[config.mk]
export PLATFORM = sky130hd
export DESIGN_NAME = seasonal_hour_calculator_top
export DESIGN_NICKNAME = d
export VERILOG_FILES = /design/src/design/shc_pkg.sv /design/src/design/shc_prep.sv /design/src/design/shc_div.sv /design/src/design/shc_split.sv /design/src/design/seasonal_hour_calculator_top.sv
export SDC_FILE = /design/constraint.sdc
export NUM_CORES = 1
export LEC_CHECK = 0
export BUFFER_PORTS_ARGS = -buffer_cell sky130_fd_sc_hd__buf_2
export CORE_UTILIZATION = 40
export DETAILED_ROUTE_END_ITERATION = 12
export GPL_TIMING_DRIVEN = 0
export PLACE_DENSITY = 0.55
export SLEW_MARGIN = 5
export SYNTH_ARGS = -nofsm -noshare
export SYNTH_HDL_FRONTEND = slang
export SYNTH_SLANG_ARGS = --single-unit
[constraint.sdc]
create_clock -name i_clk -period 13.72 [get_ports i_clk]
set_input_delay 1.372 -clock i_clk [delete_from_list [all_inputs] [get_ports i_clk]]
set_output_delay 1.372 -clock i_clk [all_outputs]
set_load 0.01 [all_outputs]
[src/design/shc_pkg.sv]
// ----------------------------------------------------------------------------
// shc_pkg
// Shared constants, stage payload types and helpers for the seasonal hour
// calculator pipeline.
// ----------------------------------------------------------------------------
package shc_pkg;

    localparam int MinuteW = 11;
    localparam int ScaledW = 15;
    localparam int QuotW   = 4;
    localparam int TotalW  = 7;

    localparam logic [MinuteW-1:0] MAX_MINUTE      = 11'd1439;
    localparam logic [11:0]        MINUTES_PER_DAY = 12'd1440;
    localparam logic [QuotW-1:0]   HOURS_FULL      = 4'd12;
    localparam logic [QuotW-1:0]   HOURS_LAST      = 4'd11;
    localparam logic [TotalW-1:0]  MINUTES_PER_HR  = 7'd60;
    // floor(x/12) == (x*2731) >> 15 for x below 1440
    localparam logic [11:0]        RECIP12         = 12'd2731;
    localparam int                 RecipShift      = 15;

    localparam logic [MinuteW-1:0] SUNRISE_RST = 11'd360;
    localparam logic [MinuteW-1:0] SUNSET_RST  = 11'd1080;

    typedef enum logic [1:0] {
        REG_SUNRISE = 2'd0,
        REG_SUNSET  = 2'd1
    } t_reg_idx;

    // after the prep stage
    typedef struct packed {
        logic               fault;
        logic               day;
        logic [MinuteW-1:0] len;
        logic [ScaledW-1:0] e12;
    } t_prep;

    // inside and after the divider
    typedef struct packed {
        logic               fault;
        logic               day;
        logic [MinuteW-1:0] len;
        logic [ScaledW-1:0] rem;
        logic [QuotW-1:0]   quot;
    } t_div;

    function automatic logic [MinuteW-1:0] clamp_minute(input logic [MinuteW-1:0] v);
        clamp_minute = (v > MAX_MINUTE) ? MAX_MINUTE : v;
    endfunction

endpackage

[src/design/shc_prep.sv]
// ----------------------------------------------------------------------------
// shc_prep
// First pipeline stage: clamps inputs, picks day or night, and forms the
// period length and twelve times the elapsed minutes.
// ----------------------------------------------------------------------------
module shc_prep (
    input  logic                         i_clk,
    input  logic                         i_rst_n,
    input  logic                         i_valid,
    output logic                         o_stall,
    input  logic [shc_pkg::MinuteW-1:0]  i_now,
    input  logic [shc_pkg::MinuteW-1:0]  i_sunrise,
    input  logic [shc_pkg::MinuteW-1:0]  i_sunset,
    output logic                         o_valid,
    input  logic                         i_stall,
    output shc_pkg::t_prep               o_data
);
    import shc_pkg::*;

    logic                r_vld;
    t_prep               r_data;
    t_prep               n_data;
    logic                ready;
    logic [MinuteW-1:0]  now_c;
    logic [MinuteW-1:0]  sr_c;
    logic [MinuteW-1:0]  ss_c;
    logic [MinuteW-1:0]  span;
    logic [11:0]         len_w;
    logic [11:0]         e_w;
    logic [ScaledW-1:0]  e_x;

    assign ready   = !r_vld || !i_stall;
    assign o_stall = !ready;
    assign o_valid = r_vld;
    assign o_data  = r_data;

    always_comb begin
        now_c = clamp_minute(i_now);
        sr_c  = clamp_minute(i_sunrise);
        ss_c  = clamp_minute(i_sunset);
        span  = ss_c - sr_c;
        n_data.fault = (ss_c <= sr_c);
        n_data.day   = (now_c >= sr_c) && (now_c <= ss_c);
        if (n_data.day) begin
            len_w = {1'b0, span};
            e_w   = {1'b0, now_c - sr_c};
        end else begin
            len_w = MINUTES_PER_DAY - {1'b0, span};
            // before sunrise the night started the previous evening
            if (now_c < sr_c) begin
                e_w = {1'b0, now_c} + MINUTES_PER_DAY - {1'b0, ss_c};
            end else begin
                e_w = {1'b0, now_c - ss_c};
            end
        end
        n_data.len = len_w[MinuteW-1:0];
        e_x        = {{(ScaledW-MinuteW){1'b0}}, e_w[MinuteW-1:0]};
        n_data.e12 = (e_x << 3) + (e_x << 2);
    end

    always_ff @(posedge i_clk) begin
        if (!i_rst_n) begin
            r_vld <= 1'b0;
        end else if (ready) begin
            r_vld <= i_valid;
        end
    end

    always_ff @(posedge i_clk) begin
        if (ready && i_valid) begin
            r_data <= n_data;
        end
    end

endmodule

[src/design/shc_div.sv]
// ----------------------------------------------------------------------------
// shc_div
// Two-stage restoring divider: 12*elapsed by period length, two quotient
// bits per stage, leaving the remainder.
// ----------------------------------------------------------------------------
module shc_div (
    input  logic           i_clk,
    input  logic           i_rst_n,
    input  logic           i_valid,
    output logic           o_stall,
    input  shc_pkg::t_prep i_data,
    output logic           o_valid,
    input  logic           i_stall,
    output shc_pkg::t_div  o_data
);
    import shc_pkg::*;

    logic               r_vld_a;
    logic               r_vld_b;
    t_div               r_a;
    t_div               r_b;
    t_div               n_a;
    t_div               n_b;
    logic               ready_a;
    logic               ready_b;
    logic [ScaledW-1:0] d3;
    logic [ScaledW-1:0] d2;
    logic [ScaledW-1:0] d1;
    logic [ScaledW-1:0] d0;
    logic [ScaledW-1:0] rp;

    assign ready_b = !r_vld_b || !i_stall;
    assign ready_a = !r_vld_a || ready_b;
    assign o_stall = !ready_a;
    assign o_valid = r_vld_b;
    assign o_data  = r_b;

    // quotient bits 3 and 2
    always_comb begin
        d3 = {1'b0, i_data.len, 3'b000};
        d2 = {2'b00, i_data.len, 2'b00};
        n_a.fault   = i_data.fault;
        n_a.day     = i_data.day;
        n_a.len     = i_data.len;
        n_a.quot    = '0;
        rp          = i_data.e12;
        n_a.quot[3] = (rp >= d3);
        if (n_a.quot[3]) begin
            rp = rp - d3;
        end
        n_a.quot[2] = (rp >= d2);
        if (n_a.quot[2]) begin
            rp = rp - d2;
        end
        n_a.rem = rp;
    end

    // quotient bits 1 and 0
    always_comb begin
        d1 = {3'b000, r_a.len, 1'b0};
        d0 = {4'b0000, r_a.len};
        n_b         = r_a;
        n_b.quot[1] = (r_a.rem >= d1);
        n_b.rem     = n_b.quot[1] ? (r_a.rem - d1) : r_a.rem;
        n_b.quot[0] = (n_b.rem >= d0);
        if (n_b.quot[0]) begin
            n_b.rem = n_b.rem - d0;
        end
    end

    always_ff @(posedge i_clk) begin
        if (!i_rst_n) begin
            r_vld_a <= 1'b0;
            r_vld_b <= 1'b0;
        end else begin
            if (ready_a) begin
                r_vld_a <= i_valid;
            end
            if (ready_b) begin
                r_vld_b <= r_vld_a;
            end
        end
    end

    always_ff @(posedge i_clk) begin
        if (ready_a && i_valid) begin
            r_a <= n_a;
        end
        if (ready_b && r_vld_a) begin
            r_b <= n_b;
        end
    end

endmodule

[src/design/shc_split.sv]
// ----------------------------------------------------------------------------
// shc_split
// Turns quotient and remainder into the hour number and the time left,
// divides the time left by twelve and splits it into hours and minutes.
// ----------------------------------------------------------------------------
module shc_split (
    input  logic          i_clk,
    input  logic          i_rst_n,
    input  logic          i_valid,
    output logic          o_stall,
    input  shc_pkg::t_div i_data,
    output logic          o_valid,
    input  logic          i_stall,
    output logic          o_is_day,
    output logic [3:0]    o_hour_number,
    output logic [1:0]    o_hours_to_next,
    output logic [5:0]    o_minutes_to_next,
    output logic          o_config_fault
);
    import shc_pkg::*;

    logic               r_vld_c;
    logic               r_vld_d;
    logic               r_fault_c;
    logic               r_day_c;
    logic [QuotW-1:0]   r_z_c;
    logic [TotalW-1:0]  r_total_c;
    logic               r_is_day;
    logic [3:0]         r_hour_number;
    logic [1:0]         r_hours_to_next;
    logic [5:0]         r_minutes_to_next;
    logic               r_config_fault;
    logic               ready_c;
    logic               ready_d;
    logic               sat;
    logic [QuotW-1:0]   n_z_c;
    logic [MinuteW-1:0] left12;
    logic [22:0]        prod;
    logic               hr_flag;
    logic [TotalW-1:0]  mins;

    assign ready_d = !r_vld_d || !i_stall;
    assign ready_c = !r_vld_c || ready_d;
    assign o_stall = !ready_c;
    assign o_valid = r_vld_d;

    assign o_is_day          = r_is_day;
    assign o_hour_number     = r_hour_number;
    assign o_hours_to_next   = r_hours_to_next;
    assign o_minutes_to_next = r_minutes_to_next;
    assign o_config_fault    = r_config_fault;

    // exactly at the period end the quotient is twelve: last hour, nothing left
    always_comb begin
        sat    = (i_data.quot == HOURS_FULL);
        n_z_c  = sat ? HOURS_LAST : i_data.quot;
        left12 = sat ? '0 : (i_data.len - i_data.rem[MinuteW-1:0]);
        prod   = 23'(left12) * 23'(RECIP12);
    end

    always_comb begin
        hr_flag = (r_total_c >= MINUTES_PER_HR);
        mins    = hr_flag ? (r_total_c - MINUTES_PER_HR) : r_total_c;
    end

    always_ff @(posedge i_clk) begin
        if (!i_rst_n) begin
            r_vld_c <= 1'b0;
            r_vld_d <= 1'b0;
        end else begin
            if (ready_c) begin
                r_vld_c <= i_valid;
            end
            if (ready_d) begin
                r_vld_d <= r_vld_c;
            end
        end
    end

    always_ff @(posedge i_clk) begin
        if (ready_c && i_valid) begin
            r_fault_c <= i_data.fault;
            r_day_c   <= i_data.day;
            r_z_c     <= n_z_c;
            r_total_c <= prod[RecipShift+TotalW-1:RecipShift];
        end
        if (ready_d && r_vld_c) begin
            r_config_fault <= r_fault_c;
            if (r_fault_c) begin
                r_is_day          <= 1'b0;
                r_hour_number     <= '0;
                r_hours_to_next   <= '0;
                r_minutes_to_next <= '0;
            end else begin
                r_is_day          <= r_day_c;
                r_hour_number     <= r_z_c + 4'd1;
                r_hours_to_next   <= {1'b0, hr_flag};
                r_minutes_to_next <= mins[5:0];
            end
        end
    end

endmodule

[src/design/seasonal_hour_calculator_top.sv]
// ----------------------------------------------------------------------------
// seasonal_hour_calculator_top
// Temporal hour calculator: twelve equal hours per day or night period.
// ----------------------------------------------------------------------------
// Usage:
//   input channel  i_in_valid / o_in_stall carries i_now_minute
//   output channel o_out_valid / i_out_stall carries is_day, hour number,
//   hours and minutes to the next temporal hour, and the fault flag
//   config channel i_cfg_valid / o_cfg_ready, index 0 sunrise, 1 sunset;
//   always ready, write only while no item is in flight
//   stages: five register stages lie between input transfer and o_out_valid
//   (prep, two divider stages, remainder scale, split)
//   throughput: one item per cycle, every stage taking one, when not stalled
//   reset: pipeline empties, sunrise 360 and sunset 1080
//   stall: a stalled result holds its output register; stages behind it
//   keep filling, and o_in_stall rises only once all five stages hold items
//   when sunset is not after sunrise, config_fault is set, other fields 0
// ----------------------------------------------------------------------------
module seasonal_hour_calculator_top (
    input  logic                        i_clk,
    input  logic                        i_rst_n,
    input  logic                        i_in_valid,
    output logic                        o_in_stall,
    input  logic [shc_pkg::MinuteW-1:0] i_now_minute,
    output logic                        o_out_valid,
    input  logic                        i_out_stall,
    output logic                        o_is_day,
    output logic [3:0]                  o_hour_number,
    output logic [1:0]                  o_hours_to_next,
    output logic [5:0]                  o_minutes_to_next,
    output logic                        o_config_fault,
    input  logic                        i_cfg_valid,
    output logic                        o_cfg_ready,
    input  logic [1:0]                  i_cfg_index,
    input  logic [shc_pkg::MinuteW-1:0] i_cfg_data
);
    import shc_pkg::*;

    logic [MinuteW-1:0] r_sunrise;
    logic [MinuteW-1:0] r_sunset;
    logic               prep_valid;
    logic               prep_stall;
    t_prep              prep_data;
    logic               div_valid;
    logic               div_stall;
    t_div               div_data;

    assign o_cfg_ready = 1'b1;

    always_ff @(posedge i_clk) begin
        if (!i_rst_n) begin
            r_sunrise <= SUNRISE_RST;
            r_sunset  <= SUNSET_RST;
        end else if (i_cfg_valid && o_cfg_ready) begin
            case (i_cfg_index)
                REG_SUNRISE: r_sunrise <= i_cfg_data;
                REG_SUNSET:  r_sunset  <= i_cfg_data;
                default: ;
            endcase
        end
    end

    shc_prep u_prep (
        .i_clk     (i_clk),
        .i_rst_n   (i_rst_n),
        .i_valid   (i_in_valid),
        .o_stall   (o_in_stall),
        .i_now     (i_now_minute),
        .i_sunrise (r_sunrise),
        .i_sunset  (r_sunset),
        .o_valid   (prep_valid),
        .i_stall   (prep_stall),
        .o_data    (prep_data)
    );

    shc_div u_div (
        .i_clk   (i_clk),
        .i_rst_n (i_rst_n),
        .i_valid (prep_valid),
        .o_stall (prep_stall),
        .i_data  (prep_data),
        .o_valid (div_valid),
        .i_stall (div_stall),
        .o_data  (div_data)
    );

    shc_split u_split (
        .i_clk             (i_clk),
        .i_rst_n           (i_rst_n),
        .i_valid           (div_valid),
        .o_stall           (div_stall),
        .i_data            (div_data),
        .o_valid           (o_out_valid),
        .i_stall           (i_out_stall),
        .o_is_day          (o_is_day),
        .o_hour_number     (o_hour_number),
        .o_hours_to_next   (o_hours_to_next),
        .o_minutes_to_next (o_minutes_to_next),
        .o_config_fault    (o_config_fault)
    );

    // input back-pressure only comes from a stalled, full output
    a_stall_source: assert property (@(posedge i_clk) disable iff (!i_rst_n)
        o_in_stall |-> (o_out_valid && i_out_stall))
        else $error("input stalled without a stalled output");

    a_fault_zero: assert property (@(posedge i_clk) disable iff (!i_rst_n)
        (o_out_valid && o_config_fault) |->
            (!o_is_day && o_hour_number == 4'd0 && o_hours_to_next == 2'd0 &&
             o_minutes_to_next == 6'd0))
        else $error("fault result with nonzero fields");

    a_result_range: assert property (@(posedge i_clk) disable iff (!i_rst_n)
        (o_out_valid && !o_config_fault) |->
            (o_hour_number != 4'd0 && o_hour_number <= 4'd12 &&
             o_minutes_to_next < 6'd60 && o_hours_to_next <= 2'd1))
        else $error("result fields out of range");

endmodule

Word level (Yosys, flattened, before mapping):

Index checks and enable logic that the tools add are counted.

* logic and storage cells: 93
* output and inout port bits: 17
* flip-flop bits (word level): 140

* multiply operators: 1
* muxes and demuxes: 12
* equal/unequal tests: 2
* order comparisons: 12
* $add $sub $neg: 14
* reduce and logical (&&, ||, !) cells: 21

Operators with widths (number)
* 11-bit 2-to-1 mux: 8
* 11-bit subtractor: 6
* 15-bit 2-to-1 mux: 3
* 11-bit greater-than comparator, second input constant: 3
* 11-bit <= comparator: 2
* 11-bit by 12-bit multiplier with 22-bit output, second input constant: 1
* 14-bit by 13-bit adder with 15-bit output: 1
* 15-bit by 11-bit greater-or-equal comparator with 1-bit output: 1
* 15-bit by 12-bit greater-or-equal comparator with 1-bit output: 1
* 15-bit by 13-bit greater-or-equal comparator with 1-bit output: 1
* 15-bit by 14-bit greater-or-equal comparator with 1-bit output: 1
* 15-bit by 12-bit subtractor with 15-bit output: 1
* 15-bit by 13-bit subtractor with 15-bit output: 1
* 15-bit by 14-bit subtractor with 15-bit output: 1
* 11-bit adder, second input constant: 1
* 11-bit greater-or-equal comparator: 1
* 11-bit less-than comparator: 1
* 11-bit subtractor, first input constant: 1
* 7-bit by 6-bit greater-or-equal comparator with 1-bit output, second input constant: 1
* 1-bit zero test: 7
* 1-bit logical AND: 6
* 6-bit 2-to-1 mux: 1
* 6-bit subtractor, second input constant: 1
* 1-bit logical OR: 5
* other kinds (5): 6

Longest topological paths before layout:

Gate-level depths: netlist (run 1).

* word-level depth: 7
* depth in mapped cells: 31

Modules after synthesis:

Synthesis (run 1) repeated with hierarchy kept, for this count alone.

* cells, all modules: 1383
* area, all modules: 13210.2 sq um

By module, submodules not included
* shc_div: area each 4683.2 sq um, cells an instance 467, instances 1
* shc_prep: area each 3819.9 sq um, cells an instance 446, instances 1
* shc_split: area each 3792.4 sq um, cells an instance 379, instances 1
* seasonal_hour_calculator_top: area each 914.6 sq um, cells an instance 91, instances 1

Worst setup path before layout (run 1):

OpenSTA, ideal clock, no wires.

* path type: input -> register
* start point: input port i_now_minute[6] (netlist name)
* end point: register u_prep.r_data, in the netlist u_prep.o_data[13] (data pin)
* setup slack: 7.301 ns
* stages on the path: 26
* arrival: 6.161 ns
* data required time: 13.462 ns
* cell sequence: o211a_1 o21ai_0 nand2b_1 ha_1 inv_1 fa_1 nand2_1 nand3_1 a31oi_1 o41a_1 a211oi_1 clkbuf_1 buf_2 mux2i_1 ha_1 inv_1 fa_1 inv_1 a21oi_1 o21ai_0 a21o_1 nand2_1 a21oi_1 a21o_1 a21oi_1 xnor2_1

RTL lines
* from (decl): RTL line seasonal_hour_calculator_top.sv:24 `input logic [shc_pkg::MinuteW-1:0] i_now_minute,`
* to (signal assigned): RTL line shc_prep.sv:71 `r_data <= n_data;`
* to (decl): RTL line shc_prep.sv:21 `t_prep r_data;`

==> results of run 1 <==
[stage by stage]
step,std cells,hold WS [ps],utilization,instance area (µm²)
2_1_floorplan,1313,400,-,12500
3_3_place_gp,1751,402,0.431,13200
3_5_place_dp,1753,405,0.433,13300
4_1_cts,1785,419,0.453,13900
5_1_grt,1785,423,0.453,13900
6_report,1785,421,0.453,13900
[layout by cell type (no fill, tap or decap), drive strengths merged, types with 12 or more instances in the layout]
cell type / netlist / routed
clkbuf: 17 / 39
ha: 179 / 179
a21boi: 18 / 18
a211oi: 14 / 14
nand4: 12 / 12
o21ai: 57 / 57
xnor2: 71 / 71
mux2: 30 / 30
fa: 45 / 45
edfxtp: 108 / 108
nand2b: 25 / 25
nand3: 29 / 29
o21a: 19 / 19
nor2b: 23 / 23
xor2: 32 / 32
nand2: 95 / 95
nor3: 17 / 17
nor2: 94 / 94
a21o: 28 / 28
dfxtp: 27 / 27
a21oi: 74 / 74
buf: 7 / 51
inv: 173 / 177
[worst max path at each step]
stage | to | slack, ps | cells past startpoint
floorplan | u_prep.o_data[13] | 7300 | 26
global placement | u_prep.o_data[13] | 5940 | 27
detailed placement | u_prep.o_data[13] | 5860 | 27
CTS | u_prep.o_data[13] | 6280 | 27
global route | u_prep.o_data[13] | 5740 | 27
finish | u_prep.o_data[13] | 6370 | 27
[flip-flops by register name, indices dropped and copies added, names as in the netlist, 4 cells and up]
signal and flops:
r_sunrise 11, u_div.r_a 13, u_split.o_minutes_to_next 6, u_div.o_data 28
u_div.n_b 4, u_split.o_hour_number 4, u_prep.o_data 26, u_split.r_total_c 7
r_sunset 11, u_split.r_z_c 4, u_div.d0 11
[layer usage]
| metal | wire (µm) | track usage | vias up | part of all wire |
|---|---|---|---|---|
| met5 | 0 | 0 | - | 0 |
| met4 | 644 | 0.0629 | 0 | 0.024 |
| met1 | 12000 | 0.213 | 4270 | 0.45 |
| met3 | 513 | 0.0216 | 29 | 0.019 |
| li1 | - | - | 4699 | - |
| met2 | 13400 | 0.323 | 81 | 0.50 |
[synth_stat cells (all sizes together) (4+ instances only)]
cell type and n:
ha 179, inv 173, edfxtp 108, nand2 95, nor2 94, a21oi 74
xnor2 71, o21ai 57, fa 45, xor2 32, mux2 30, nand3 29
a21o 28, dfxtp 27, nand2b 25, nor2b 23, o21a 19, a21boi 18
clkbuf 17, nor3 17, a211oi 14, nand4 12, o21bai 11, mux2i 10
o211ai 10, a31oi 8, and2 8, buf 7, or2 7, or3 7
and3 5, nor3b 4, nor4 4, o211a 4, o31ai 4
[kinds of logic (layout without fill, tap and decap cells)]
group,Yosys count,in the layout
simple gates,340,340
compound gates,271,271
fa+ha+maj,224,224
buf+inv,197,273
flops,135,135
xor+xnor,104,104
mux,40,40
other cells,2,2
[cell type report]
class	instances	area, µm²
Fill cell	2948	16800
Sequential cell	135	3780
Buffer	24	119
Timing Repair Buffer	44	233
Tap cell	396	495
Clock buffer	22	518
Multi-Input combinational cell	981	7990
Clock inverter	10	103
Inverter	173	649
[critical path, delay by kind of cell]
family / cells / cell delay, ps
compound gates: 11 / 2650
xor+xnor: 1 / 120
buf+inv: 6 / 1180
mux: 1 / 350
fa+ha+maj: 4 / 1160
simple gates: 4 / 680
==> reports/qor.yml, run 1 <==
logic_synthesis:
  synth_top_cell_by_area: "edfxtp_1"
  synth_area_leaders: "edfxtp_1, ha_1, fa_1, inv_1, xnor2_1"
  synth_top_family_by_area: "adder cells"
  ys_seq_elements: 135
  ys_warn_count: 0
  synth_edf_count: 108
  synth_ff_type: "edfxtp_1"
  yosys.area_share.simple: 0.131
  synth_cells: 1313
  synth-xor-area-share: 0.0739
  yosys-mux-area-fraction: 0.0384
  synth_fa_ha_area_frac: 0.251
  syn_area_per_cell_um2: 9.53
  synth_fp_nets: 1566
  yosysTopAreaCellShare: 0.259
  synth_compound_gate_area_share: 0.142
  synth_seq_area_share: 0.302
  async_flop_share: 0
  synth_area_um2: 12500
  yosysUniqueCellTypes: 74
routing:
  ant_nets: 0
  drt-initial-drc-count: 334
  routed_wl_um: 26500
  via_count: 9079
  routedWlPerCell_um: 14.9
  drc_errors: 0
  drt_first_pass_iters: 4
  via_per_inst: 5.09
setup_path:
  rrSetupSlack_ps: 6920
  crit_path_max_incr_delay_ps: 610
  reg2reg_to: "u_split.r_total_c[6]"
  cp.required_ps: 13890
  startpoint_type: "input pin"
  worstPathMaxFanout: 10
  cp-end-kind: "register"
  worstRegToRegCells: 29
  cp_slowest_cell: "o21ai_0"
  startpoint: "i_now_minute[6]"
  crit_type: "input pin to register"
  arrival_ps: 7520
  r2r-start: "u_div.o_data[19]"
hold_path:
  min-delay-start: "u_div.n_b[2]"
  hold_end: "u_div.o_data[2]"
  hold_depth: 0
  holdCritPathClass: "register to register"
cts:
  cts_setup_buffers: 0
  post_cts_resized: 0
  cts_tree: "yes"
  cts-buffers-inserted: 17
  clk_pin_slew_worst_paths_ps: 60
  clock_latency_ps: 430
  clkSinkCount: 135
  hold_buffers: 0
  cts.path.max_buffers: 2
  cts_root_buf: "clkbuf_16"
  htree_levels: 4
global_route:
  grt_pass1_vias: 9159
  grt_max_degree: 29
  antenna_found_initial: 0
  grt_pass1_wl_um: 44400
  grt_usage: 0.177
  grt-ovfl-total: 0
placement:
  hpwlAfterDp_um: 22300
  place_congestion: 0.901
  post-place-ws_ps: 5860
  portBuffers: 42
sta:
  finalHoldViolations: 0
  max-slew-margin-rel: 0.230
  slew_violations: 0
  final.period_utilization: 0.536
  worstMarginPinSlew_ps: 1150
  final.setup.tns_ps: 0
  clock_skew_ps: 17.8
  period_minus_slack_ps: 7350
  fmax_ghz: 0.136
  setup-violations-final: 0
  rsz0062_at_grt: "false"
  fin_ws_ps: 6370
layout:
  diodes: 0
  drive_gt1_frac: 0.0979
  syn2layout_area_growth_pct: 10.9
  nets: 1629
die:
  initial_core_util: 0.408
  die_h_um: 179
  ios: 46
  die_w_um: 179
  core_area_um2: 30700
  fp-row-count: 64
  dieArea_um2: 32000
job:
  drv_cap: 0
outcome:
  run_status: "finished, final reports clean"
Power of run 1 is not shown: default switching activity piles up to over one toggle a cycle in this logic, so the estimate is an artifact.
==> run 2: changes to the inputs <==
Clock period 13.72 ns to 7.1 ns, I/O delays scaled along.
==> reports/qor.yml, run 2 (synthesis results as in run 1) <==
setup_path:
  crit_type: "register to register"
  cp-end-kind: "register"
  startpoint_type: "register"
  rrSetupSlack_ps: 510
  r2r-start: "r_sunset[5]"
  cp.required_ps: 7270
  reg2reg_to: "u_prep.o_data[13]"
  worstPathMaxFanout: 10
  arrival_ps: 6760
  worstRegToRegCells: 26
  startpoint: "r_sunset[5]"
die:
  core_area_um2: 30700
  die_w_um: 179
  dieArea_um2: 32000
  fp-row-count: 64
  initial_core_util: 0.408
  die_h_um: 179
  ios: 46
job:
  drv_cap: 0
cts:
  htree_levels: 4
  cts_setup_buffers: 0
  cts-buffers-inserted: 17
  cts_tree: "yes"
  cts_root_buf: "clkbuf_16"
  clkSinkCount: 135
  cts.path.max_buffers: 2
  clk_pin_slew_worst_paths_ps: 70
  post_cts_resized: 0
  clock_latency_ps: 430
  hold_buffers: 0
global_route:
  grt-ovfl-total: 0
  antenna_found_initial: 0
  grt_usage: 0.177
  grt_max_degree: 29
  grt_pass1_wl_um: 44400
  grt_pass1_vias: 9159
sta:
  final.period_utilization: 0.928
  slew_violations: 0
  final.setup.tns_ps: 0
  finalHoldViolations: 0
  max-slew-margin-rel: 0.174
  fmax_ghz: 0.152
  worstMarginPinSlew_ps: 1220
  setup-violations-final: 0
  fin_ws_ps: 511
  period_minus_slack_ps: 6590
  clock_skew_ps: 17.7
  rsz0062_at_grt: "false"
  holdWs_ps: 421
placement:
  hpwlAfterDp_um: 22300
  portBuffers: 42
  place_congestion: 0.901
  post-place-ws_ps: -94.5
layout:
  syn2layout_area_growth_pct: 11.2
  fin_util: 0.454
  final_cell_mix: "ha_1, inv_1, edfxtp_1, nand2_1, nor2_1"
  layout_commonest_cell: "ha_1"
  drive_gt1_frac: 0.102
  largest_register_ffs: 28
  diodes: 0
  nets: 1629
routing:
  routed_wl_um: 26600
  routedWlPerCell_um: 14.9
  drc_errors: 0
  drt-initial-drc-count: 343
  via_count: 9080
  via_per_inst: 5.09
  drt_first_pass_iters: 5
  ant_nets: 0
hold_path:
  min-delay-start: "u_div.n_b[2]"
  hold_end: "u_div.o_data[2]"
  holdCritPathClass: "register to register"
  hold_depth: 0
outcome:
  run_status: "finished, final reports clean"
-- run 2: final cells by class --
cell class	count	area, µm²
Sequential cell	135	3780
Tap cell	396	495
Fill cell	2948	16800
Clock buffer	22	518
Timing Repair Buffer	44	233
Multi-Input combinational cell	981	8010
Buffer	24	119
Clock inverter	10	103
Inverter	173	649
-- run 2: worst max-delay path by stage --
stage	slack, ps	depth (start not counted)	endpoint
detailed placement	-90	27	u_prep.o_data[13]
global placement	-20	27	u_prep.o_data[13]
finish	510	26	u_prep.o_data[13]
floorplan	920	26	u_split.r_total_c[6]
CTS	240	29	u_split.r_total_c[6]
global route	10	26	u_prep.o_data[13]
-- run 2: critical path, stage by stage (launching register included) --
cell      delay [ps]
dfxtp_1          330
o211a_1          230
o21ai_0          650
nand2b_1         360
inv_1            130
ha_1             310
nand3_1          120
nand2_1          110
nand3_1          130
a31oi_1          140
o41a_1           370
a211oi_1         410
clkbuf_1         450
buf_2            380
mux2i_1          340
ha_1             240
inv_1             60
fa_1             400
inv_1             80
a21oi_1           60
o21ai_0          250
a21o_1           160
nand2_1           60
a21oi_1          210
a21o_1           150
a21oi_1           70
xnor2_1          120
-- run 2: per-stage QoR --
stage / std cells / instance area, µm²
after detailed placement: 1753 / 13300
after global routing: 1785 / 13900
after global placement: 1751 / 13200
after floorplan: 1313 / 12500
final: 1785 / 13900
after CTS: 1785 / 13900
-- run 2: layer usage --
metal / track usage / share of wire / up-vias
li1: - / - / 4690
met1: 0.213 / 0.45 / 4278
met2: 0.323 / 0.51 / 81
met3: 0.0216 / 0.020 / 31
met4: 0.0629 / 0.024 / 0
met5: 0 / 0 / -
Power of run 2 is left out for the same reason.
==> run 3: changes to the inputs <==
Settings changed: ABC_AREA set to 1, PLACE_DENSITY 0.55 to 0.54.
==> reports/qor.yml, run 3 <==
outcome:
  run_status: "finished, final reports clean"
routing:
  ant_nets: 0
  drt-initial-drc-count: 711
  routed_wl_um: 33100
  drt_first_pass_iters: 5
  drc_errors: 0
  routedWlPerCell_um: 14.1
  via_count: 11542
  via_per_inst: 4.93
layout:
  layout_commonest_cell: "nand2_1"
  nets: 2136
  drive_gt1_frac: 0.0617
  diodes: 0
  fin_util: 0.448
  largest_register_ffs: 28
  final_cell_mix: "nand2_1, inv_1, ha_1, nor2_1, nand3_1"
  syn2layout_area_growth_pct: 9.95
  final_cells: 2343
logic_synthesis:
  synthTopCellsByCount: "nand2_1, inv_1, ha_1"
  yosys-mux-area-fraction: 0.000731
  ys_seq_elements: 135
  synth_edf_count: 108
  syn_area_per_cell_um2: 7.53
  synth_fa_ha_area_frac: 0.229
  synth_ff_type: "edfxtp_1"
  synth_compound_gate_area_share: 0.0911
  synth_area_um2: 13700
  synth.most_common_cell: "nand2_1"
  yosysUniqueCellTypes: 49
  synth_seq_area_share: 0.276
  synth_top_cell_by_area: "edfxtp_1"
  synth-xor-area-share: 0.0556
  synth_fp_nets: 2073
  yosysTopAreaCellShare: 0.237
  ys_warn_count: 0
  synth_area_leaders: "edfxtp_1, ha_1, nand2_1, inv_1, fa_1"
  async_flop_share: 0
  synth_top_family_by_area: "simple AND/OR/NAND/NOR gates"
  yosys.area_share.simple: 0.246
  synth_cells: 1820
setup_path:
  cp_slowest_cell: "fa_1"
  arrival_ps: 6230
  cp-end-kind: "register"
  reg2reg_to: "u_split.r_total_c[6]"
  startpoint_type: "register"
  worstPathMaxFanout: 5
  crit_type: "register to register"
  rrSetupSlack_ps: 1020
  cp.required_ps: 7260
  worstRegToRegCells: 29
  r2r-start: "u_div.o_data[19]"
  path_common_cell: "nand2_1"
  crit_path_max_incr_delay_ps: 510
hold_path:
  hold_depth: 0
  hold_end: "u_div.o_data[30]"
  holdCritPathClass: "register to register"
  min-delay-start: "u_div.n_b[30]"
cts:
  clkSinkCount: 135
  htree_levels: 4
  clock_latency_ps: 430
  cts.path.max_buffers: 2
  hold_buffers: 0
  cts_setup_buffers: 0
  post_cts_resized: 0
  cts_tree: "yes"
  cts_root_buf: "clkbuf_16"
  cts-buffers-inserted: 17
  clk_pin_slew_worst_paths_ps: 60
sta:
  final.setup.tns_ps: 0
  final.period_utilization: 0.856
  slew_violations: 0
  setup-violations-final: 0
  finalHoldViolations: 0
  clock_skew_ps: 12.4
  worstMarginPinSlew_ps: 1080
  rsz0062_at_grt: "false"
  max-slew-margin-rel: 0.282
  period_minus_slack_ps: 6080
  fmax_ghz: 0.165
placement:
  dp_cells: 2312
  hpwlAfterDp_um: 28300
  portBuffers: 43
  place_congestion: 0.902
die:
  ios: 46
  dieArea_um2: 35000
  die_w_um: 187
  core_area_um2: 33600
  initial_core_util: 0.408
  die_h_um: 187
  fp-row-count: 67
global_route:
  grt_pass1_vias: 11091
  grt-ovfl-total: 0
  grt_usage: 0.194
  grt_max_degree: 29
  antenna_found_initial: 0
  grt_pass1_wl_um: 54200
job:
  drv_cap: 0
-- run 3: changes by cell type after synthesis, moves of 19 or more --
cell,before,now
nand3_1,29,125
a21oi_1,73,104
nand2_1,95,423
nor2b_1,23,0
xnor2_1,71,32
nor2_1,94,157
inv_1,169,323
xor2_1,32,55
nand2b_1,25,0
mux2_2,19,0
-- run 3: routing by layer --
layer	GRT usage	vias to the layer above	routed length, µm
met5	0	-	0
met4	0.0700	0	892
met3	0.0265	44	897
met2	0.340	196	15800
met1	0.243	5257	15600
li1	-	6045	-
-- run 3: cell type report --
cell class,count,area (µm²)
Multi-Input combinational cell,1329,8550
Tap cell,448,561
Timing Repair Buffer,44,230
Fill cell,3449,18600
Buffer,24,130
Inverter,332,1250
Clock inverter,11,126
Clock buffer,20,437
Sequential cell,135,3780
-- run 3: worst max-delay path, delay by kind of cell, from the launching register on --
kind	cells	cell delay, ps
flops	1	360
simple gates	13	1620
xor+xnor	1	200
buf+inv	4	340
compound gates	4	880
fa+ha+maj	7	2420
-- run 3: stage by stage --
stage          worst slack [ps]  area (µm²)  hold WS (ps)
2_1_floorplan              1790       13700           400
3_3_place_gp               1130       14500           408
3_5_place_dp               1060       14500           410
4_1_cts                    1030       15100           421
5_1_grt                     525       15100           435
6_report                   1020       15100           419
-- run 3: kinds of logic (layout without fill, tap and decap cells) --
kind of cell / Yosys count / in the layout
AOI/OAI and AO/OA: 224 / 224
xor gates and xnor gates: 87 / 87
adders and majority gates: 224 / 224
buffers and inverters: 356 / 431
DFF: 135 / 135
muxes: 1 / 1
other: 2 / 2
and+or+nand+nor: 791 / 791
-- run 3: how the worst max path moves through the flow --
stage	slack (ps)	to	from	cells after the start
floorplan	1790	u_split.r_total_c[5]	u_div.o_data[19]	29
global placement	1130	u_split.r_total_c[6]	u_div.o_data[19]	29
detailed placement	1060	u_split.r_total_c[6]	u_div.o_data[19]	29
CTS	1030	u_split.r_total_c[6]	u_div.o_data[19]	29
global route	520	u_split.r_total_c[6]	u_div.o_data[19]	29
finish	1020	u_split.r_total_c[6]	u_div.o_data[19]	29
Power of run 3 is left out for the same reason.
